File: src/rtl/cpc_pkg.sv
// ----------------------------------------------------------------------------
// cpc_pkg
// Shared types, widths and constant tables for the compass polar to
// cartesian converter.
// ----------------------------------------------------------------------------
`default_nettype none

package cpc_pkg;

  localparam int DEF_ROTATION_STAGES = 18;
  localparam int MAX_ROTATION_STAGES = 32;

  localparam int AZ_W    = 16;
  localparam int DIST_W  = 16;
  localparam int OUT_W   = 17;
  localparam int REM_W   = 13;
  localparam int ANGLE_W = 32;
  localparam int VEC_W   = 42;
  localparam int FRAC_W  = 24;
  localparam int GAIN_W  = 24;
  localparam int PROD_W  = 27;
  localparam int QUO_W   = 7;
  localparam int MOD_W   = 6;
  localparam int ZTAB_W  = 23;
  localparam int IN_DATA_W  = 32;
  localparam int OUT_DATA_W = 40;

  localparam logic [AZ_W-2:0] QUARTER_UNITS = 15'd5760;
  localparam logic [AZ_W-2:0] HALF_UNITS    = 15'd11520;
  localparam logic [AZ_W-2:0] THREE_Q_UNITS = 15'd17280;
  localparam logic [AZ_W-2:0] FULL_UNITS    = 15'd23040;

  localparam logic [GAIN_W-1:0] GAIN_Q24 = 24'd10188014;

  // The quarter remainder r maps to r * 2^23 / 45 turns; r / 45 uses a
  // reciprocal that is exact for every 13-bit remainder.
  localparam int ANGLE_DIVISOR = 45;
  localparam logic [PROD_W-1:0] RECIP_45 = 27'd11651;
  localparam int RECIP_SHIFT = 19;

  localparam logic signed [OUT_W-1:0] OUT_LIMIT = 17'sd65535;

  typedef enum logic [1:0] {
    QUAD_NE = 2'd0,
    QUAD_SE = 2'd1,
    QUAD_SW = 2'd2,
    QUAD_NW = 2'd3
  } quad_t;

  typedef struct packed {
    logic  valid;
    logic  ok;
    quad_t quad;
  } cpc_meta_t;

  typedef struct packed {
    logic                    in_range;
    logic signed [OUT_W-1:0] y_offset;
    logic signed [OUT_W-1:0] x_offset;
  } cpc_result_t;

  typedef logic [ZTAB_W-1:0] ztab_t [ANGLE_DIVISOR];

  function automatic ztab_t build_ztab();
    ztab_t t;
    for (int b = 0; b < ANGLE_DIVISOR; b++) begin
      t[b] = ZTAB_W'(((longint'(b) <<< 23) + 64'sd22) / ANGLE_DIVISOR);
    end
    return t;
  endfunction

  localparam ztab_t ZTAB = build_ztab();

  localparam logic [ANGLE_W-1:0] ATAN_TURNS [MAX_ROTATION_STAGES] = '{
    32'h20000000, 32'h12E4051D, 32'h09FB385B, 32'h051111D4,
    32'h028B0D43, 32'h0145D7E1, 32'h00A2F61E, 32'h00517C55,
    32'h0028BE53, 32'h00145F2E, 32'h000A2F98, 32'h000517CC,
    32'h00028BE6, 32'h000145F3, 32'h0000A2F9, 32'h0000517C,
    32'h000028BE, 32'h0000145F, 32'h00000A2F, 32'h00000517,
    32'h0000028B, 32'h00000145, 32'h000000A2, 32'h00000051,
    32'h00000028, 32'h00000014, 32'h0000000A, 32'h00000005,
    32'h00000002, 32'h00000001, 32'h00000000, 32'h00000000
  };

endpackage

`default_nettype wire

File: src/rtl/cpc_back.sv
// ----------------------------------------------------------------------------
// cpc_back
// Rounds and saturates the rotated vector, then maps it to screen offsets
// by quadrant and clears the result for an azimuth out of range.
// ----------------------------------------------------------------------------
`default_nettype none

module cpc_back
  import cpc_pkg::*;
(
  input  wire logic                    clk,
  input  wire logic                    rst,
  input  wire logic                    en,
  input  cpc_meta_t                    meta,
  input  wire logic signed [VEC_W-1:0] x_in,
  input  wire logic signed [VEC_W-1:0] y_in,
  output logic                         out_valid,
  output cpc_result_t                  result
);

  localparam int RND_W = VEC_W - FRAC_W;

  function automatic logic signed [OUT_W-1:0] round_sat(logic signed [VEC_W-1:0] v);
    logic signed [VEC_W-1:0] s;
    logic signed [RND_W-1:0] t;
    s = v + (VEC_W'(1) <<< (FRAC_W - 1));
    t = s[VEC_W-1:FRAC_W];
    if (t > RND_W'(OUT_LIMIT)) begin
      return OUT_LIMIT;
    end else if (t < -RND_W'(OUT_LIMIT)) begin
      return -OUT_LIMIT;
    end
    return OUT_W'(t);
  endfunction

  logic signed [OUT_W-1:0] c, s;
  cpc_result_t res_c;

  always_comb begin
    c = round_sat(x_in);
    s = round_sat(y_in);
    res_c = '0;
    if (meta.ok) begin
      res_c.in_range = 1'b1;
      unique case (meta.quad)
        QUAD_NE: begin
          res_c.x_offset = s;
          res_c.y_offset = -c;
        end
        QUAD_SE: begin
          res_c.x_offset = c;
          res_c.y_offset = s;
        end
        QUAD_SW: begin
          res_c.x_offset = -s;
          res_c.y_offset = c;
        end
        default: begin
          res_c.x_offset = -c;
          res_c.y_offset = -s;
        end
      endcase
    end
  end

  always_ff @(posedge clk) begin
    if (rst) begin
      out_valid <= 1'b0;
    end else if (en) begin
      out_valid <= meta.valid;
    end
  end

  always_ff @(posedge clk) begin
    if (en) begin
      result <= res_c;
    end
  end

endmodule

`default_nettype wire

File: config.mk
export PLATFORM = sky130hd
export DESIGN_NAME = cpc_back
export DESIGN_NICKNAME = d
export VERILOG_FILES = /design/src/rtl/cpc_pkg.sv /design/src/rtl/cpc_back.sv
export SDC_FILE = /design/constraint.sdc
export NUM_CORES = 1
export LEC_CHECK = 0
export BUFFER_PORTS_ARGS = -buffer_cell sky130_fd_sc_hd__buf_4
export CORE_UTILIZATION = 35
export DETAILED_ROUTE_END_ITERATION = 12
export PLACE_DENSITY = 0.59
export SYNTH_ARGS = -nofsm -noshare
export SYNTH_HDL_FRONTEND = slang
export SYNTH_SLANG_ARGS = --single-unit
File: constraint.sdc
create_clock -name clk -period 3.65 [get_ports clk]
set_input_delay 0.1825 -clock clk [delete_from_list [all_inputs] [get_ports clk]]
set_output_delay 0.1825 -clock clk [all_outputs]
set_load 0.05 [all_outputs]
==> results.py, run 1 <==
metrics = {
    "status": {
        "run_status": "complete, no violations",
    },
    "pwr": {
        "switching_power_mw": 0.684,
        "total_power_mw": 1.74,
        "seqPwrFrac_pct": 29.7,
        "leakage_nw": 2.50,
        "internal_power_mw": 1.05,
        "pwr-share-clk_pct": 23.3,
        "p_sw_share_pct": 39.4,
        "ir_drop_v": 0.000180,
        "powerDensity_nw_per_um2": 260,
        "pwr-share-comb_pct": 47.0,
    },
    "layout": {
        "layout-drive-gt1-share_pct": 27.8,
        "final_cells": 986,
        "design_area_um2": 6660,
        "syn2layout_area_growth_pct": 28.2,
        "nets": 896,
        "multiInputGateArea_um2": 3890,
        "finalCoreUtilization_pct": 45.8,
        "num_antenna_cells": 0,
        "regArea_um2": 1070,
        "nFillCells": 1471,
    },
    "sta": {
        "period_share_pct": 96.1,
        "tightestPinTransition_ps": 990,
        "fin_crit_ps": 3510,
        "fmax_mhz": 285,
        "fin_skew_ps": 0,
        "setup_viol": 0,
        "whs_ps": 57.6,
        "slew-limit-headroom_pct": 33.0,
        "finalHoldViolCount": 0,
        "slew_viol_final": 0,
    },
    "clocking": {
        "clkTransAtPathRegs_ps": 50,
        "cts-htree-levels": 2,
        "cts_buffers": 5,
        "cts_sinks": 36,
        "clk-insertion-delay-late_ps": 280,
        "root_buffer": "clkbuf_16",
        "cts_tree": "done",
        "clockBufferDepth": 2,
    },
    "worst_hold_path": {
        "hold_path.class": "in2reg",
        "whs_path_depth": 2,
    },
    "route": {
        "route.detailed.drc": 0,
        "drtPass1Iterations": 5,
        "drt_iter0_markers": 615,
        "route.vias.total": 5994,
        "drt_wl_total_um": 18800,
        "post_drt_wl_per_cell_um": 19.0,
        "drtAntennaViolNets": 0,
        "via_per_inst": 6.08,
    },
    "place": {
        "numPortBuffers": 80,
        "placedCellCount": 977,
        "dp.final_hpwl_um": 14600,
        "placed_area_um2": 6480,
        "gp_congestion": 0.929,
    },
    "grt": {
        "grt_max_degree": 52,
        "grt_use_total_pct": 24.7,
        "overflow": 0,
        "antenna_found_initial": 0,
        "grt_pass1_wl_um": 29600,
        "grt_pass1_vias": 5618,
    },
    "yosys": {
        "ys_types": 89,
        "synth-async-reset-ratio_pct": 0,
        "yosys_warnings": 0,
        "syn_area_per_cell_um2": 7.57,
        "synthesis.area_um2": 5200,
        "synthCells": 687,
        "synth-edff-count": 35,
        "seq_area_frac_synth_pct": 20.6,
        "ys.flop_type": "edfxtp_1",
        "synth-seq-cells": 36,
        "synth_nets": 782,
    },
    "floorplanning": {
        "io_pins": 127,
        "die_area_um2": 15300,
        "die_y_um": 124,
        "chipWidth_um": 124,
        "core_um2": 14500,
        "row_count": 44,
        "initial_utilization_pct": 35.8,
    },
    "critical_path": {
        "cp_max_fo": 7,
        "path_common_cell": "buf_4",
        "arrival_ps": 3630,
        "path_class": "in2reg",
        "critPathMaxStageDelay_ps": 480,
        "cp_slowest_cell": "o41a_1",
        "critPathRequiredTime_ps": 3770,
        "cp-start-kind": "input pin",
        "crit_path_cell_trace": "buf_4 -> ha_1 -> buf_4 -> nor4_2 -> o211ai_1 -> a2111o_1 -> o41a_1 -> and2_4 -> nor2b_4 -> ha_4 -> buf_12 -> a22o_1 -> buf_4 -> o21bai_1 -> a32oi_1 -> o311a_1",
        "worst_r2r_path_depth": 2,
        "worst_setup_path_end_kind": "flop",
    },
    "run": {
        "cap_violations": 0,
    },
}
-- power groups by stage --
stage / Combinational, mW / Clock (mW) / Sequential (mW)
floorplan: 0.368 / 0 / 0.668
global placement: 0.786 / 0 / 0.523
detailed placement: 0.796 / 0 / 0.524
CTS: 0.798 / 0.404 / 0.516
global route: 0.872 / 0.419 / 0.520
finish: 0.815 / 0.404 / 0.516
-- worst paths after layout --
| path | startpoint | slack (ps) | end |
|---|---|---|---|
| max | x_in[23] | 140 | result[27] |
| min | rst | 60 | out_valid |
| max reg2reg | out_valid | 3070 | out_valid |
| min reg2reg | out_valid | 500 | out_valid |
-- synth_stat cells, drive strengths merged (5+ instances only) --
library cell / instances / share of area [%]
o211a: 6 / 1.2
o21a: 8 / 1.2
nand2: 55 / 4.0
edfxtp: 35 / 20
inv: 10 / 0.72
or3: 10 / 1.2
or2: 7 / 0.84
o21ai: 41 / 3.9
o221ai: 6 / 1.0
o211ai: 15 / 2.2
nor3: 36 / 3.7
xnor2: 29 / 4.9
a211oi: 10 / 1.5
nor4: 14 / 2.4
and3: 13 / 1.6
xor2: 12 / 2.0
a21oi: 34 / 3.3
buf: 23 / 2.4
nand4: 17 / 2.3
and2: 18 / 2.2
a221oi: 6 / 1.0
o22ai: 5 / 0.60
a21o: 9 / 1.3
or4: 5 / 0.79
a31oi: 16 / 1.9
mux2i: 8 / 1.5
nor2: 52 / 3.8
a211o: 7 / 1.2
clkbuf: 41 / 3.0
mux2: 7 / 1.5
nand3: 38 / 3.8
-- critical path, delay by kind of cell --
family,cells,cell delay [ps]
AOI/OAI and AO/OA,7,1840
adders and majority gates,2,420
buffers and inverters,4,600
and+or+nand+nor,3,570
-- cell type report --
type / instances / share of cell area (%)
sequential: 36 / 16.1
inverter: 10 / 0.601
clock buffer: 7 / 1.99
tap: 184 / 3.46
multi-input combinational: 577 / 58.3
clock inverter: 1 / 0.0751
timing repair buffer: 171 / 19.5
-- sequential cells by signal, indices dropped and copies added, names as in the netlist --
signal	cells
result	35
out_valid	1
-- metal layers --
metal	share of wire [%]	vias up	track usage, %
li1	-	2901	-
met1	44	2840	34.1
met2	47	230	40.7
met3	6.7	23	2.11
met4	2.1	0	7.68
met5	0	-	0
-- stage by stage --
step                      setup TNS, ps  setup WS, ps
final                                 0           141
after global routing              -18.1         -18.1
after CTS                             0          49.6
after detailed placement          -1560          -213
after global placement             -767          -123
after floorplan                       0          13.2
-- cell usage in the layout, fill, tap and decap left out, types with 15 or more instances in the layout --
master    netlist  layout
a21oi_1        34      31
nand3_1        37      37
nand4_1        16      16
o21ai_0        40      40
buf_4           5     170
xnor2_1        29      29
nand2_1        55      55
and2_1         17      17
edfxtp_1       35      35
nor3_1         34      32
nor2_1         52      52
a31oi_1        16      16
o211ai_1       15      15
-- kinds of logic (layout without fill, tap and decap cells) --
logic type	after synthesis	count (layout)	share of synthesized area, %
simple gates	288	288	29.9
xor+xnor	41	41	6.91
buf+inv	74	189	6.19
fa+ha+maj	5	5	1.16
compound gates	226	226	31.3
flops	36	36	20.6
mux	17	17	3.92
-- repair_timing --
action                                  4_1_cts  5_1_grt
endpoints found under the setup margin        0       10
hold buffers                                  0        0
setup buffers                                 0        1
gates resized for setup                       0        8
Note: power is estimated with default switching activity, not from simulation.
==> inputs of run 2 (changes only) <==
--- a/config.mk
+++ b/config.mk
@@ -6,9 +6,11 @@
 export NUM_CORES = 1
 export LEC_CHECK = 0
 export BUFFER_PORTS_ARGS = -buffer_cell sky130_fd_sc_hd__buf_4
+export CORE_MARGIN = 5
 export CORE_UTILIZATION = 35
 export DETAILED_ROUTE_END_ITERATION = 12
 export PLACE_DENSITY = 0.59
+export RECOVER_POWER = 100
 export SYNTH_ARGS = -nofsm -noshare
 export SYNTH_HDL_FRONTEND = slang
 export SYNTH_SLANG_ARGS = --single-unit
==> results.py, run 2 (same netlist as run 1, synthesis figures left out) <==
metrics = {
    "layout": {
        "design_area_um2": 6460,
        "mostFrequentLayoutCell": "buf_4",
        "num_antenna_cells": 0,
        "syn2layout_area_growth_pct": 24.4,
        "finalCoreUtilization_pct": 44.5,
        "top_regs": "result x35, out_valid x1",
        "largest_reg_flops": 35,
        "nets": 892,
        "nFillCells": 1499,
        "final_cell_mix": "buf_4 (124), nand2_1 (55), nor2_1 (52)",
        "regMostFlops": "result",
        "layout-drive-gt1-share_pct": 22.1,
    },
    "floorplanning": {
        "row_count": 44,
        "io_pins": 127,
        "die_area_um2": 17400,
        "chipWidth_um": 132,
        "initial_utilization_pct": 35.8,
        "core_um2": 14500,
        "die_y_um": 132,
    },
    "place": {
        "numPortBuffers": 80,
        "pre_cts_slack_ps": -150,
        "gp_congestion": 0.965,
        "placed_area_um2": 6440,
        "dp.final_hpwl_um": 14900,
    },
    "grt": {
        "grt_max_degree": 52,
        "antenna_found_initial": 0,
        "grt_pass1_vias": 5817,
        "grt_pass1_wl_um": 31000,
        "grt_use_total_pct": 21.2,
        "overflow": 0,
    },
    "clocking": {
        "cts_sinks": 36,
        "clockBufferDepth": 2,
        "clk-insertion-delay-late_ps": 280,
        "clkTransAtPathRegs_ps": 60,
        "cts_buffers": 5,
        "root_buffer": "clkbuf_16",
        "cts_tree": "done",
        "cts-htree-levels": 2,
    },
    "route": {
        "drtAntennaViolNets": 0,
        "drt_wl_total_um": 19300,
        "drt_iter0_markers": 738,
        "route.detailed.drc": 0,
        "drtPass1Iterations": 6,
        "route.vias.total": 6221,
        "via_per_inst": 6.34,
        "post_drt_wl_per_cell_um": 19.6,
    },
    "critical_path": {
        "path_buf_inv": 4,
        "cp-start-kind": "input pin",
        "path_delay_family": "compound AO/OA/AOI/OAI gates",
        "path_common_cell": "buf_4",
        "cp_max_fo": 7,
        "cp_slowest_cell": "o41a_1",
        "rrSetupSlack_ps": 3050,
        "arrival_ps": 3520,
        "crit_path_cell_trace": "buf_4 -> ha_2 -> buf_4 -> nor4_2 -> o211ai_1 -> a2111o_1 -> o41a_1 -> and2_0 -> nor2b_4 -> ha_4 -> clkbuf_2 -> a22o_1 -> buf_4 -> a311o_1 -> a21oi_1 -> nor3_1",
        "critPathMaxStageDelay_ps": 480,
        "path_class": "in2reg",
        "rr_startpoint": "out_valid",
        "critPathRequiredTime_ps": 3680,
        "worst_r2r_path_depth": 2,
        "r2r-end": "out_valid",
        "worst_setup_path_end_kind": "flop",
    },
    "status": {
        "failed_checks": "max-capacitance violations, max-slew violations",
        "run_status": "complete, but fails checks",
    },
    "worst_hold_path": {
        "hold_path.startpoint": "rst",
        "whs_path_depth": 2,
        "worst_hold_path.endpoint": "out_valid",
        "hold_path.class": "in2reg",
    },
    "sta": {
        "finalHoldViolCount": 0,
        "period_share_pct": 95.5,
        "slew-limit-headroom_pct": -32.3,
        "fin_ws_ps": 163,
        "fin_crit_ps": 3490,
        "fin_skew_ps": 0,
        "tightestPinTransition_ps": 1980,
        "fmax_mhz": 287,
        "slew_viol_final": 37,
        "rsz0062_at_grt": "no",
        "setup_viol": 0,
    },
    "pwr": {
        "powerDensity_nw_per_um2": 269,
        "ir_drop_v": 0.000159,
        "total_power_mw": 1.74,
        "leakage_nw": 2.32,
    },
    "run": {
        "cap_violations": 1,
    },
}
## run 2: routing by layer
| metal | up-vias | GRT usage [%] | wire (um) |
|---|---|---|---|
| met4 | 0 | 6.40 | 548 |
| met2 | 339 | 34.5 | 8940 |
| met1 | 2933 | 29.3 | 8140 |
| li1 | 2901 | - | - |
| met3 | 48 | 2.67 | 1660 |
| met5 | - | 0 | 0 |
## run 2: final cells by class
class                   count  area [um^2]  share of cell area (%)
repair buffers            167         1100                    17.0
well taps                 184          230                    3.56
clock buffers               8          156                    2.42
multi-input cells         577         3870                    59.9
inverters                  10         40.0                   0.619
flip-flops and latches     36         1070                    16.6
## run 2: through the flow
step	setup TNS, ps	cells	hold WS (ps)
6_report	0	982	54.7
5_1_grt	0	982	62.0
4_1_cts	0	981	57.3
3_5_place_dp	-1140	973	348
3_3_place_gp	-720	973	340
2_1_floorplan	0	687	255
## run 2: repair_timing
item,in CTS,in global routing
resized for setup,0,6
buffers inserted,0,1
hold endpoints to repair,0,0
hold buffers,0,0
endpoints found under the setup margin,0,10
## run 2: worst reg2reg max path: cells and delay by family (launching register included)
family | cells | cell delay (ps)
muxes | 1 | 70
and+or+nand+nor | 1 | 140
DFF | 1 | 330
## run 2: power by group
part / internal [mW] / switching [mW] / total [mW]
clock: 0.291 / 0.159 / 0.450
combinational: 0.254 / 0.521 / 0.776
sequential: 0.505 / 0.0111 / 0.516
total: 1.05 / 0.692 / 1.74
## run 2: worst max path at each step
| stage | from | to | slack, ps | depth (start not counted) |
|---|---|---|---|---|
| after floorplan | x_in[29] | result[29] | 10 | 18 |
| after global placement | x_in[23] | result[21] | -120 | 17 |
| after detailed placement | x_in[23] | result[33] | -150 | 16 |
| after CTS | x_in[23] | result[21] | 130 | 16 |
| after global routing | y_in[24] | result[31] | 20 | 13 |
| final | x_in[23] | result[33] | 160 | 16 |
