<file path="src/rtl/cpc_pkg.sv">
// ----------------------------------------------------------------------------
// cpc_pkg
// Shared types, widths and constant tables for the compass polar to
// cartesian converter.
// ----------------------------------------------------------------------------
`default_nettype none

package cpc_pkg;

  localparam int DEF_ROTATION_STAGES = 18;
  localparam int MAX_ROTATION_STAGES = 32;

  localparam int AZ_W    = 16;
  localparam int DIST_W  = 16;
  localparam int OUT_W   = 17;
  localparam int REM_W   = 13;
  localparam int ANGLE_W = 32;
  localparam int VEC_W   = 42;
  localparam int FRAC_W  = 24;
  localparam int GAIN_W  = 24;
  localparam int PROD_W  = 27;
  localparam int QUO_W   = 7;
  localparam int MOD_W   = 6;
  localparam int ZTAB_W  = 23;
  localparam int IN_DATA_W  = 32;
  localparam int OUT_DATA_W = 40;

  localparam logic [AZ_W-2:0] QUARTER_UNITS = 15'd5760;
  localparam logic [AZ_W-2:0] HALF_UNITS    = 15'd11520;
  localparam logic [AZ_W-2:0] THREE_Q_UNITS = 15'd17280;
  localparam logic [AZ_W-2:0] FULL_UNITS    = 15'd23040;

  localparam logic [GAIN_W-1:0] GAIN_Q24 = 24'd10188014;

  // The quarter remainder r maps to r * 2^23 / 45 turns; r / 45 uses a
  // reciprocal that is exact for every 13-bit remainder.
  localparam int ANGLE_DIVISOR = 45;
  localparam logic [PROD_W-1:0] RECIP_45 = 27'd11651;
  localparam int RECIP_SHIFT = 19;

  localparam logic signed [OUT_W-1:0] OUT_LIMIT = 17'sd65535;

  typedef enum logic [1:0] {
    QUAD_NE = 2'd0,
    QUAD_SE = 2'd1,
    QUAD_SW = 2'd2,
    QUAD_NW = 2'd3
  } quad_t;

  typedef struct packed {
    logic  valid;
    logic  ok;
    quad_t quad;
  } cpc_meta_t;

  typedef struct packed {
    logic                    in_range;
    logic signed [OUT_W-1:0] y_offset;
    logic signed [OUT_W-1:0] x_offset;
  } cpc_result_t;

  typedef logic [ZTAB_W-1:0] ztab_t [ANGLE_DIVISOR];

  function automatic ztab_t build_ztab();
    ztab_t t;
    for (int b = 0; b < ANGLE_DIVISOR; b++) begin
      t[b] = ZTAB_W'(((longint'(b) <<< 23) + 64'sd22) / ANGLE_DIVISOR);
    end
    return t;
  endfunction

  localparam ztab_t ZTAB = build_ztab();

  localparam logic [ANGLE_W-1:0] ATAN_TURNS [MAX_ROTATION_STAGES] = '{
    32'h20000000, 32'h12E4051D, 32'h09FB385B, 32'h051111D4,
    32'h028B0D43, 32'h0145D7E1, 32'h00A2F61E, 32'h00517C55,
    32'h0028BE53, 32'h00145F2E, 32'h000A2F98, 32'h000517CC,
    32'h00028BE6, 32'h000145F3, 32'h0000A2F9, 32'h0000517C,
    32'h000028BE, 32'h0000145F, 32'h00000A2F, 32'h00000517,
    32'h0000028B, 32'h00000145, 32'h000000A2, 32'h00000051,
    32'h00000028, 32'h00000014, 32'h0000000A, 32'h00000005,
    32'h00000002, 32'h00000001, 32'h00000000, 32'h00000000
  };

endpackage

`default_nettype wire

</file>
<file path="src/rtl/cpc_front.sv">
// ----------------------------------------------------------------------------
// cpc_front
// Four-stage front end: range check and quadrant fold, gain and reciprocal
// multiplies, split by 45, and the binary angle of the in-quadrant remainder.
// ----------------------------------------------------------------------------
`default_nettype none

module cpc_front
  import cpc_pkg::*;
(
  input  wire logic                     clk,
  input  wire logic                     rst,
  input  wire logic                     en,
  input  wire logic                     in_valid,
  input  wire logic signed [AZ_W-1:0]   azimuth,
  input  wire logic [DIST_W-1:0]        range_value,
  output cpc_meta_t                     meta,
  output logic signed [VEC_W-1:0]       x0,
  output logic signed [ANGLE_W-1:0]     z0
);

  cpc_meta_t meta1, meta2, meta3;
  logic [REM_W-1:0] rem1, rem2;
  logic [DIST_W-1:0] dist1;
  logic [PROD_W-1:0] prod2;
  logic [VEC_W-1:0] gain2, gain3;
  logic [QUO_W-1:0] quo3;
  logic [MOD_W-1:0] mod3;

  logic              ok_c;
  quad_t             quad_c;
  logic [AZ_W-2:0]   base_c;
  logic [QUO_W-1:0]  quo_c;

  always_comb begin
    ok_c   = !azimuth[AZ_W-1] && (azimuth[AZ_W-2:0] <= FULL_UNITS);
    quad_c = QUAD_NE;
    base_c = '0;
    if (azimuth[AZ_W-2:0] == FULL_UNITS) begin
      quad_c = QUAD_NE;
      base_c = FULL_UNITS;
    end else if (azimuth[AZ_W-2:0] >= THREE_Q_UNITS) begin
      quad_c = QUAD_NW;
      base_c = THREE_Q_UNITS;
    end else if (azimuth[AZ_W-2:0] >= HALF_UNITS) begin
      quad_c = QUAD_SW;
      base_c = HALF_UNITS;
    end else if (azimuth[AZ_W-2:0] >= QUARTER_UNITS) begin
      quad_c = QUAD_SE;
      base_c = QUARTER_UNITS;
    end
    quo_c = prod2[RECIP_SHIFT +: QUO_W];
  end

  always_ff @(posedge clk) begin
    if (rst) begin
      meta1 <= '0;
      meta2 <= '0;
      meta3 <= '0;
      meta  <= '0;
    end else if (en) begin
      meta1.valid <= in_valid;
      meta1.ok    <= ok_c;
      meta1.quad  <= quad_c;
      meta2       <= meta1;
      meta3       <= meta2;
      meta        <= meta3;
    end
  end

  always_ff @(posedge clk) begin
    if (en) begin
      rem1  <= REM_W'(azimuth[AZ_W-2:0] - base_c);
      dist1 <= range_value;
      rem2  <= rem1;
      prod2 <= PROD_W'(rem1) * RECIP_45;
      gain2 <= VEC_W'(dist1) * VEC_W'(GAIN_Q24);
      gain3 <= gain2;
      quo3  <= quo_c;
      mod3  <= MOD_W'(rem2 - REM_W'(quo_c * REM_W'(ANGLE_DIVISOR)));
      x0    <= signed'(gain3);
      z0    <= signed'(ANGLE_W'({quo3, {ZTAB_W{1'b0}}}) + ANGLE_W'(ZTAB[mod3]));
    end
  end

endmodule

`default_nettype wire

</file>
<file path="config.mk">
export PLATFORM = sky130hd
export DESIGN_NAME = cpc_front
export DESIGN_NICKNAME = d
export VERILOG_FILES = /design/src/rtl/cpc_pkg.sv /design/src/rtl/cpc_front.sv
export SDC_FILE = /design/constraint.sdc
export NUM_CORES = 1
export LEC_CHECK = 0
export ABC_CLOCK_PERIOD_IN_PS = 16000
export BUFFER_PORTS_ARGS = -buffer_cell sky130_fd_sc_hd__buf_2
export CORE_MARGIN = 5
export CORE_UTILIZATION = 45
export CTS_BUF_LIST = sky130_fd_sc_hd__clkbuf_16
export DETAILED_ROUTE_END_ITERATION = 6
export GPL_TIMING_DRIVEN = 0
export PLACE_DENSITY = 0.71
export SLEW_MARGIN = 20
export SYNTH_ARGS = -nofsm -noshare
export SYNTH_HDL_FRONTEND = slang
export SYNTH_SLANG_ARGS = --single-unit
</file>
<file path="constraint.sdc">
create_clock -name clk -period 16 [get_ports clk]
set_input_delay 3.2 -clock clk [delete_from_list [all_inputs] [get_ports clk]]
set_output_delay 3.2 -clock clk [all_outputs]
set_load 0.02 [all_outputs]
</file>
==> run summary, run 1 <==
For the global-route wire length before repair, the log shows 57,600 um. The run gives 11,300 as the via count of the first global-routing pass. Clock tree synthesis selected as its root buffer the cell clkbuf_16.

The logs give 1,525 for the number of instances in the synthesized netlist and 1580 um for the met3 wire length. For the initial antenna violation count, the log shows 0. The width of the die was 209 um; the floorplan core area was 38,800 sq um. The flow ran to the end, and the final reports show no timing, DRC or antenna violations. For the aggregate global-route resource usage, the log shows 0.161. For the pin with the worst max-slew slack, the measured transition is 0.792 ns. Counting instances in the post-synthesis netlist gives the leading cell types as 394 x inv_1, 257 x ha_1, 196 x edfxtp_1.

Data arrives at the worst endpoint at 7.08 ns. Summed over all nets, wire length on met2 after detailed routing comes to 16,400 um. Counting flops and latches in the post-synthesis netlist gives 212.

The top-level port count was 114; the estimated wirelength of the detail-placed design was 28,400 um. The post-detailed-route DRC marker count was 0. The fraction of final layout cells with drive strength greater than 1 is 0.105. After detailed routing, no signal wire sits above met4.

The tools report the required time of the critical path as 16.29 ns. The fraction of registers with async set or reset after synthesis was 0; the detail-routed net length per standard cell was 15.7 um. Counting along the longest clock path gives a buffer depth of 3. The tools report the number of standard-cell rows in the floorplan as 72. Entering global routing, the biggest net connects 71 pins.

The number of slew-limit violations in the final report came out at 0. Measured along the y axis, the die boundary spans 209 um. For this design, the sink count on the clock tree is 212. Subtracting the final worst setup slack from the clock period gives 6.79 ns. The element type at the critical path end was a register.

The tools report the final number of hold-violating endpoints as 0. Number of library cell types mapped by synthesis: 64. The area overhead of the layout relative to synthesis came out at 12.0%.

The post-CTS setup repair buffer count was 0; the per-cell via count in the routed design was 4.92. For this run, the leading register cell type out of synthesis is edfxtp_1. The logs give 43,500 sq um for the die outline area and 1 for the total number of H-tree levels. After synthesis, the mean cell area works out to 11.6 sq um. Between clock sinks in the finished design, the worst skew comes to 0.0190 ns. Of all cell types, the one taking the most synthesized area is edfxtp_1. The first TritonRoute pass finished after 5 iterations.

The number of enable flip-flop cells after synthesis was 196; the portion of the clock cycle consumed by the worst path in the final layout was 0.425. Based on the critical path, the design can be clocked at up to 0.147 GHz. Clock-pin slew was measured on the worst setup and hold paths at 0.07 ns.

The total wire length after detailed routing is 34,600 um, and the worst slew margin relative to its limit is 0.472. The initial cell density of the core was 0.457. The detailed router finished its first iteration with 489 violations.

Adding up every negative setup slack in the final design gives 0 ns. The setup path with the least slack is of type reg2reg. The tools report the Yosys warning count as 0.

Input and output buffers added on the ports amount to 107. Launching element type of the critical path: a register. In this run the remaining antenna-violating nets after routing total 0.

Setup repair after global routing left no endpoint under its margin. The number of diodes added for antenna fixing was 0. Along the worst path, the maximum fanout reaches 7. The run gives 10,800 as the total via count after detailed routing.

The worst hold path belongs to the class reg2reg. The area share of the largest cell type after synthesis came out at 0.332. The most numerous cell in the Yosys netlist is inv_1. In the final design database the tool counted 2,153 nets. The clock reaches the later pin of the worst-skew pair after 0.55 ns.

After global routing the overflow that remains totals 0. Number of CTS-inserted buffers: 25. By area the synthesized netlist is led by edfxtp_1 33%, fa_1 22%, ha_1 18%, inv_1 8.3%, xnor2_1 2.1%. The tools report the cell area after synthesis as 17,700 sq um.

Once the clock tree was built, the resizer swapped 0 gates to a different size. The tool flagged a number of max-cap violations equal to 0. The run gives 15,600 um as the wire length on met1. The register area share after synthesis came out at 0.350. At the end of routability-driven placement, the weighted congestion stood at 0.914. TritonCTS built the clock tree. Setup violations remaining at the end of the flow were counted as 0. After clock tree synthesis, the flow added hold-fix buffers numbering 0.
[per-stage QoR]
step / hold slack (ns) / util / cell area, sq um / cells / setup slack (ns)
after floorplan: 0.400 / - / 17800 / 1529 / 9.73
after global placement: 0.401 / 0.488 / 18900 / 2154 / 8.24
after detailed placement: 0.405 / 0.489 / 19000 / 2156 / 9.21
after CTS: 0.407 / 0.512 / 19900 / 2202 / 9.20
after global routing: 0.414 / 0.512 / 19900 / 2202 / 8.94
final: 0.408 / 0.512 / 19900 / 2202 / 9.21
[cell usage in the layout (no fill, tap or decap), types with 9 or more instances in the layout]
master     count
inv_1        397
nor2_1        66
buf_4         11
a211oi_1      13
nand3_1        9
o21ai_0       39
edfxtp_1     196
xor2_1        19
mux2i_1       19
fa_1         195
ha_1         257
nand2_1       39
a21o_1        18
clkbuf_1      13
a21oi_1       62
dfxtp_1       16
clkbuf_16     25
xnor2_1       43
buf_2        106
[final cells by class]
type                            count  area [sq um]
Clock buffer                       25           626
Clock inverter                     21           231
Sequential cell                   212          6210
Buffer                             27           143
Multi-Input combinational cell    895          9920
Inverter                          395          1480
Fill cell                        3404         19000
Tap cell                          518           648
Timing Repair Buffer              109           601
[per-layer routing]
metal	GRT usage	vias to the layer above
met5	0	-
met1	0.219	5284
li1	-	5269
met2	0.272	221
met4	0.0448	0
met3	0.0232	58
[logic make-up after synthesis]
group	after synthesis	synth area share
muxes	22	0.0133
adders and majority gates	452	0.401
AOI/OAI and AO/OA	195	0.0717
DFF	212	0.350
xor gates and xnor gates	62	0.0306
and+or+nand+nor	159	0.0414
other	1	0.000211
buffers and inverters	422	0.0916
[worst max-delay path: stages, from the launching register on]
cell       delay (ns)
edfxtp_1         0.57
ha_1             0.44
inv_1            0.11
fa_1             0.49
fa_1             0.52
inv_1            0.06
fa_1             0.52
inv_1            0.06
fa_1             0.51
fa_1             0.54
inv_1            0.04
ha_1             0.35
o21a_1           0.23
o211a_4          0.25
a2111oi_4        0.41
o32ai_2          0.17
o21ai_2          0.27
o21ai_2          0.13
a211o_1          0.32
a2111o_1         0.36
and3_1           0.17
[sequential cells by signal (all words and copies together) (netlist names), 7 cells and up]
signal	flops
rem1	13
z0	24
dist1	16
gain2	39
prod2	7
gain3	39
quo3	7
x0	39
[final timing paths]
check | from | to | slack, ns | depth (start not counted)
worst max-delay path | dist1[9] | gain2[39] | 9.21 | 20
worst min-delay path | gain2[24] | gain3[24] | 0.41 | 0
worst max register to register | dist1[9] | gain2[39] | 9.21 | 20
worst min register to register | gain2[24] | gain3[24] | 0.41 | 0
Power of run 1 is left out: the tool's default activity adds up to more than one toggle a clock period on the data nets, which glitch-free logic cannot reach.
==> inputs of run 2 (changes only) <==
Settings changed: ABC_CLOCK_PERIOD_IN_PS 16000 to 6370.
Clock period 16 ns to 6.37 ns, I/O delays scaled along.
==> run 2 against run 1 <==
Effect of this change: final cell count grew 2.2%; clock-buffer cell count unchanged; routed wire length is 3.0% higher; utilization up 1.5 points; largest cell class unchanged.
==> run summary, run 2 (same netlist as run 1, synthesis figures left out) <==
From left edge to right edge, the die measures 209 um. The worst hold slack after final layout is 0.408 ns. Endpoint of the worst hold path: gain3[24]. The routed design has 35,600 um of wire. The class of the tightest hold or removal check is reg2reg. In this run the standard cell core region covers 38,800 sq um. The tool flagged a number of max-cap violations equal to 0.

The kind of critical path is reg2reg. The number of standard-cell rows in the floorplan was 72; the fill cell instance count of the final layout was 3,330. At the end of routability-driven placement, the weighted congestion stood at 0.914.

The final instance count without filler cells came out at 2,250. The tools report the launching point of the worst reg2reg path as dist1[8]. Clock tree synthesis found a total of 212 sinks.

The detail route stage leaves a number of antenna-violating nets equal to 0. The initial cell density of the core is 0.457. The area overhead of the layout relative to synthesis came out at 15.2%. Using the TritonRoute via totals, the vias-per-cell ratio works out to 4.91.

Fraction of the core area covered by cells at the end of the flow: 0.526. The buffer depth of the longest clock path is 3, and the final number of hold-violating endpoints is 0. Across all register-to-register paths, the minimum setup slack is 0.07 ns. TritonCTS built the clock tree.

Across the whole layout, storage elements account for 6210 sq um. In this run, post-CTS hold repair placed 0 buffers. The portion of the clock cycle consumed by the worst path in the final layout was 0.990. During placement, the flow inserted port buffers numbering 107. The run gives 43,500 sq um as the die outline area. The later pin in the worst-skew pair is clocked with a latency of 0.55 ns. The detail-routed net length per standard cell was 15.8 um; the required time of the critical path was 6.66 ns.

For the estimated wirelength of the detail-placed design, the log shows 28,400 um. The first routing iteration left 457 violations. The clock root buffer is clkbuf_16. At the pin with the least slew margin, the transition time is 0.793 ns.

The number of slew-limit violations in the final report came out at 0. Setup repair after global routing could not meet its margin everywhere. The final critical delay including setup and external delays is 6.30 ns. The fraction of final layout cells with drive strength greater than 1 is 0.151, and the initial antenna violation count is 0. Reg-to-reg endpoint: gain2[39]. The startpoint of the worst hold path was gain2[24]. The first global-routing pass estimated 58,800 um of wire. Between clock sinks in the finished design, the worst skew comes to 0.0180 ns. The repair_antennas step left the layout with diodes totalling 0. Of all nets on the critical path, the largest fanout is 6. The tools report the multi-input gate area in the final layout as 10,100 sq um. The number of cells on the worst hold path works out to 0. The total iterations of the first detailed-routing run is 5. Setup violations remaining at the end of the flow were counted as 0. For this design the top-level I/O count stands at 114. In the layout the commonest cells are 389 x inv_1, 238 x ha_1, 196 x edfxtp_1. The pin count of the biggest net entering global routing is 71, and the instance count after placement with tap cells included is 2,156.

The clock-pin slew reported for the worst setup and hold paths after clock tree synthesis came out at 0.07 ns. The element type at the critical path end is a register. The largest registers in the layout are gain2 x39, gain3 x39, x0 x39.

STA classifies the critical path startpoint as a register. In the final design database the tool counted 2,201 nets. The global route total overflow came out at 0. Total via count after detailed routing: 11,100.

The via count of the first global-routing pass is 11,500. For the worst slew margin relative to its limit, the log shows 0.471. The flow ran to the end, and the final reports show no timing, DRC or antenna violations. The aggregate global-route resource usage came out at 0.165. Data on the critical path arrives at its endpoint at 6.60 ns. In the routed design, unresolved DRC markers number 0.

The die is 209 um tall. Derived from the worst setup path, the maximum achievable clock frequency is 0.159 GHz. The tools report the number of CTS-inserted buffers as 25. Most common cell after layout, fill and taps aside: inv_1. For the total number of H-tree levels, the log shows 1. The cell count of the worst reg-to-reg path came out at 21.
==> run 2: cell types whose count changed in the layout (fill, tap and decap cells not counted), sizes merged <==
cell    change
buf        +49
clkbuf      -1
==> run 2: metal layers <==
metal | track usage | vias up | part of all wire
li1 | - | 5359 | -
met1 | 0.221 | 5393 | 0.44
met2 | 0.280 | 235 | 0.48
met3 | 0.0243 | 68 | 0.046
met4 | 0.0502 | 0 | 0.031
met5 | 0 | - | 0
==> run 2: what timing repair did <==
item	in CTS	in global routing
resized for setup	19	26
setup endpoints to repair	5	5
gates cloned	0	0
setup buffers	31	18
pin swaps	17	36
==> run 2: cell type report <==
class                   count  area share
clock inverters            21      0.0113
flip-flops and latches    212       0.304
repair buffers            158      0.0476
well taps                 518      0.0317
clock buffers              25      0.0306
plain buffers              26     0.00680
multi-input cells         895       0.496
inverters                 395      0.0726
==> run 2: worst max-delay path by stage <==
stage             start        end  slack (ns)  cells past startpoint
2_1_floorplan  dist1[7]  gain2[39]        0.10                     20
3_3_place_gp   dist1[7]  gain2[39]       -0.38                     20
3_5_place_dp   dist1[7]  gain2[39]       -0.42                     20
4_1_cts        dist1[8]  gain2[39]       0.008                     20
5_1_grt        dist1[3]  gain2[39]       -0.11                     20
6_report       dist1[8]  gain2[39]        0.07                     21
==> run 2: worst max-delay path, cell delays in order, from the launching register on <==
cell and delay, ns:
edfxtp_1 0.53, buf_6 0.20, ha_4 0.28, inv_1 0.08, fa_2 0.39, fa_1 0.55
fa_1 0.51, inv_1 0.06, fa_1 0.53, inv_1 0.06, fa_2 0.55, inv_1 0.05
ha_2 0.32, nand2_1 0.11, nand3_1 0.13, a2111oi_4 0.42, o32ai_4 0.14, o21ai_2 0.21
o21ai_2 0.10, a211o_1 0.30, a2111o_1 0.41, and3_1 0.15
==> run 2: metrics by stage <==
stage | worst slack, ns | TNS [ns] | area, sq um
3_5_place_dp | -0.420 | -0.629 | 19000
4_1_cts | 0.00816 | 0 | 20200
3_3_place_gp | -0.380 | -0.442 | 18900
5_1_grt | -0.109 | -0.109 | 20400
6_report | 0.0665 | 0 | 20400
2_1_floorplan | 0.103 | 0 | 17800
Power of run 2 is left out for the same reason.
==> inputs of run 3 (changes only) <==
Settings changed: PLACE_DENSITY 0.71 to unset, PLACE_DENSITY_LB_ADDON set to 0.05.
==> run 3 against run 2 <==
Effect of this change: via count shrank 4.0%; routed wire length shrank 1.8%; clock-buffer cell count is the same; final cell count is the same; fmax grew 0.41%; global-route usage shrank 0.10 points; die area is the same; worst setup slack gained 0.026 ns; critical path type unchanged; critical endpoint unchanged.
==> run summary, run 3 (same netlist as run 1, synthesis figures left out) <==
The flow ran to the end, and the final reports show no timing, DRC or antenna violations. The total wire length after detailed routing was 35,000 um; the portion of the clock cycle consumed by the worst path in the final layout was 0.986. For this block, the initial DRC count from the detailed router was 397. The run gives 0 as the initial antenna violation count.

Measured in cells, the most critical reg-to-reg path has a length of 17. The pre-antenna-repair detailed-routing pass consisted of 5 iterations. The worst register-to-register path ends at gain2[39].

The top cell types in the final layout, fill and taps aside, are 387 x inv_1, 235 x ha_1, 196 x edfxtp_1. Along the worst hold path, the cell count comes to 0. The total via count after detailed routing is 10,600, and the setup-violating endpoint count in the final report is 0. For the die outline area, the log shows 43,500 sq um.

The setup path with the least slack is of type reg2reg. Area overhead of the layout relative to synthesis: 15.5%. The via count of the first global-routing pass came out at 11,300.

For the number of standard-cell rows in the floorplan, the log shows 72. Across the run, the number of max-cap violations was 0. The final number of hold-violating endpoints was 0; the detail-routed net length per standard cell was 15.5 um.

The slew of the pin with the lowest slew margin was 0.851 ns. For the final database, setup skew stands at 0.0276 ns. For flop-to-flop paths, the worst setup slack is 0.09 ns. The first global-routing pass estimated 58,100 um of wire. The fraction of final layout cells with drive strength greater than 1 came out at 0.155. The element type at the critical path end is a register. Sink count of the clock tree: 212. After clock tree synthesis, the clock-pin slew on the worst setup and hold paths is 0.06 ns.

The worst hold path terminates at x0[19]. The longest clock path from root to sink contains 3 buffers. The floorplan core area is 38,800 sq um, and the final critical delay including setup and external delays is 6.28 ns. Global route total overflow: 0. The tools report the post-layout net count as 2,201. The min-delay analysis places its worst path in the category reg2reg. The per-cell via count in the routed design works out to 4.72. The repair_antennas step left the layout with diodes totalling 0. The worst hold slack after final layout came out at 0.392 ns. The tools report the total number of H-tree levels as 1. In this run the critical register-to-register path is launched from dist1[10].

The tools report the number of slew-limit violations in the final report as 0. Startpoint of the worst hold path: gain3[19]. Setup repair after global routing could not meet its margin everywhere.

The worst setup path is launched from a register. For this run, design rule violations remaining after detail routing come to 0. The worst slew margin relative to its limit came out at 0.433. The die is 209 um tall. The width of the die was 209 um; the initial cell density of the core was 0.457.

Leaving out fill and tap cells, the most frequent cell in the layout is inv_1. During I/O placement, the number of pins put on the boundary was 114. The tree is rooted in a clkbuf_16. The logs give 0.159 GHz for the maximum clock frequency and 28,500 um for the estimated wirelength of the detail-placed design. Input and output buffers added on the ports amount to 107. The final weighted congestion of routability-driven global placement was 0.902; the count of nets left with antenna violations after detail routing was 0. The count of hold-fix buffers inserted at cts was 0. For the worst-skew pair, the clock arrives at the later sink with an insertion delay of 0.54 ns.

TritonCTS built the clock tree. In the final layout, the registers with the most flip-flops are gain2 x39, gain3 x39, x0 x39. Data arrives at the worst endpoint at 6.58 ns.

Counting the buffers created by CTS gives 25. The aggregate global-route resource usage is 0.164, and the pin count of the biggest net entering global routing is 88. The required time of the critical path was 6.67 ns; the highest net fanout along the worst path was 5.

Setup total negative slack on the finished layout was measured at 0 ns.
==> run 3: critical path, stage by stage (launching register included) <==
cell and delay (ns):
edfxtp_1 0.50, fa_2 0.61, inv_1 0.06, fa_2 0.57
fa_1 0.47, fa_1 0.50, fa_1 0.55, inv_1 0.05
fa_1 0.55, ha_4 0.24, o211a_4 0.15, a2111oi_4 0.47
o32ai_4 0.18, o21ai_4 0.19, o21ai_2 0.10, a211o_1 0.30
a2111o_1 0.37, and3_1 0.16
==> run 3: per-layer routing <==
| layer | wire [um] | track usage | up-vias |
|---|---|---|---|
| li1 | - | - | 5349 |
| met1 | 16000 | 0.223 | 5060 |
| met2 | 17000 | 0.283 | 154 |
| met3 | 1270 | 0.0221 | 48 |
| met4 | 634 | 0.0353 | 0 |
| met5 | 0 | 0 | - |
==> run 3: worst max-delay path by stage <==
stage	from	end	slack, ns	cells past startpoint
finish	dist1[10]	gain2[39]	0.09	17
global route	dist1[13]	gain2[39]	-0.05	19
CTS	dist1[3]	gain2[39]	0.0004	18
detailed placement	dist1[10]	gain2[39]	-0.50	19
global placement	dist1[10]	gain2[39]	-0.46	19
floorplan	dist1[7]	gain2[39]	0.10	20
==> run 3: stage by stage <==
stage	setup WS, ns	util	instances	area [sq um]
2_1_floorplan	0.103	-	1529	17800
3_3_place_gp	-0.458	0.488	2154	18900
3_5_place_dp	-0.501	0.489	2156	19000
4_1_cts	0.000411	0.521	2237	20200
5_1_grt	-0.0501	0.528	2250	20500
6_report	0.0922	0.528	2250	20500
==> run 3: repair_timing <==
item | 4_1_cts | 5_1_grt
setup buffers | 35 | 13
resized for setup | 20 | 36
pin swaps | 20 | 34
endpoints found under the setup margin | 7 | 7
==> run 3: layout make-up <==
type	count	area [sq um]
Buffer	27	143
Clock buffer	25	626
Clock inverter	21	228
Fill cell	3521	18300
Inverter	395	1480
Multi-Input combinational cell	895	10200
Sequential cell	212	6210
Tap cell	518	648
Timing Repair Buffer	157	976
Power of run 3 is left out for the same reason.
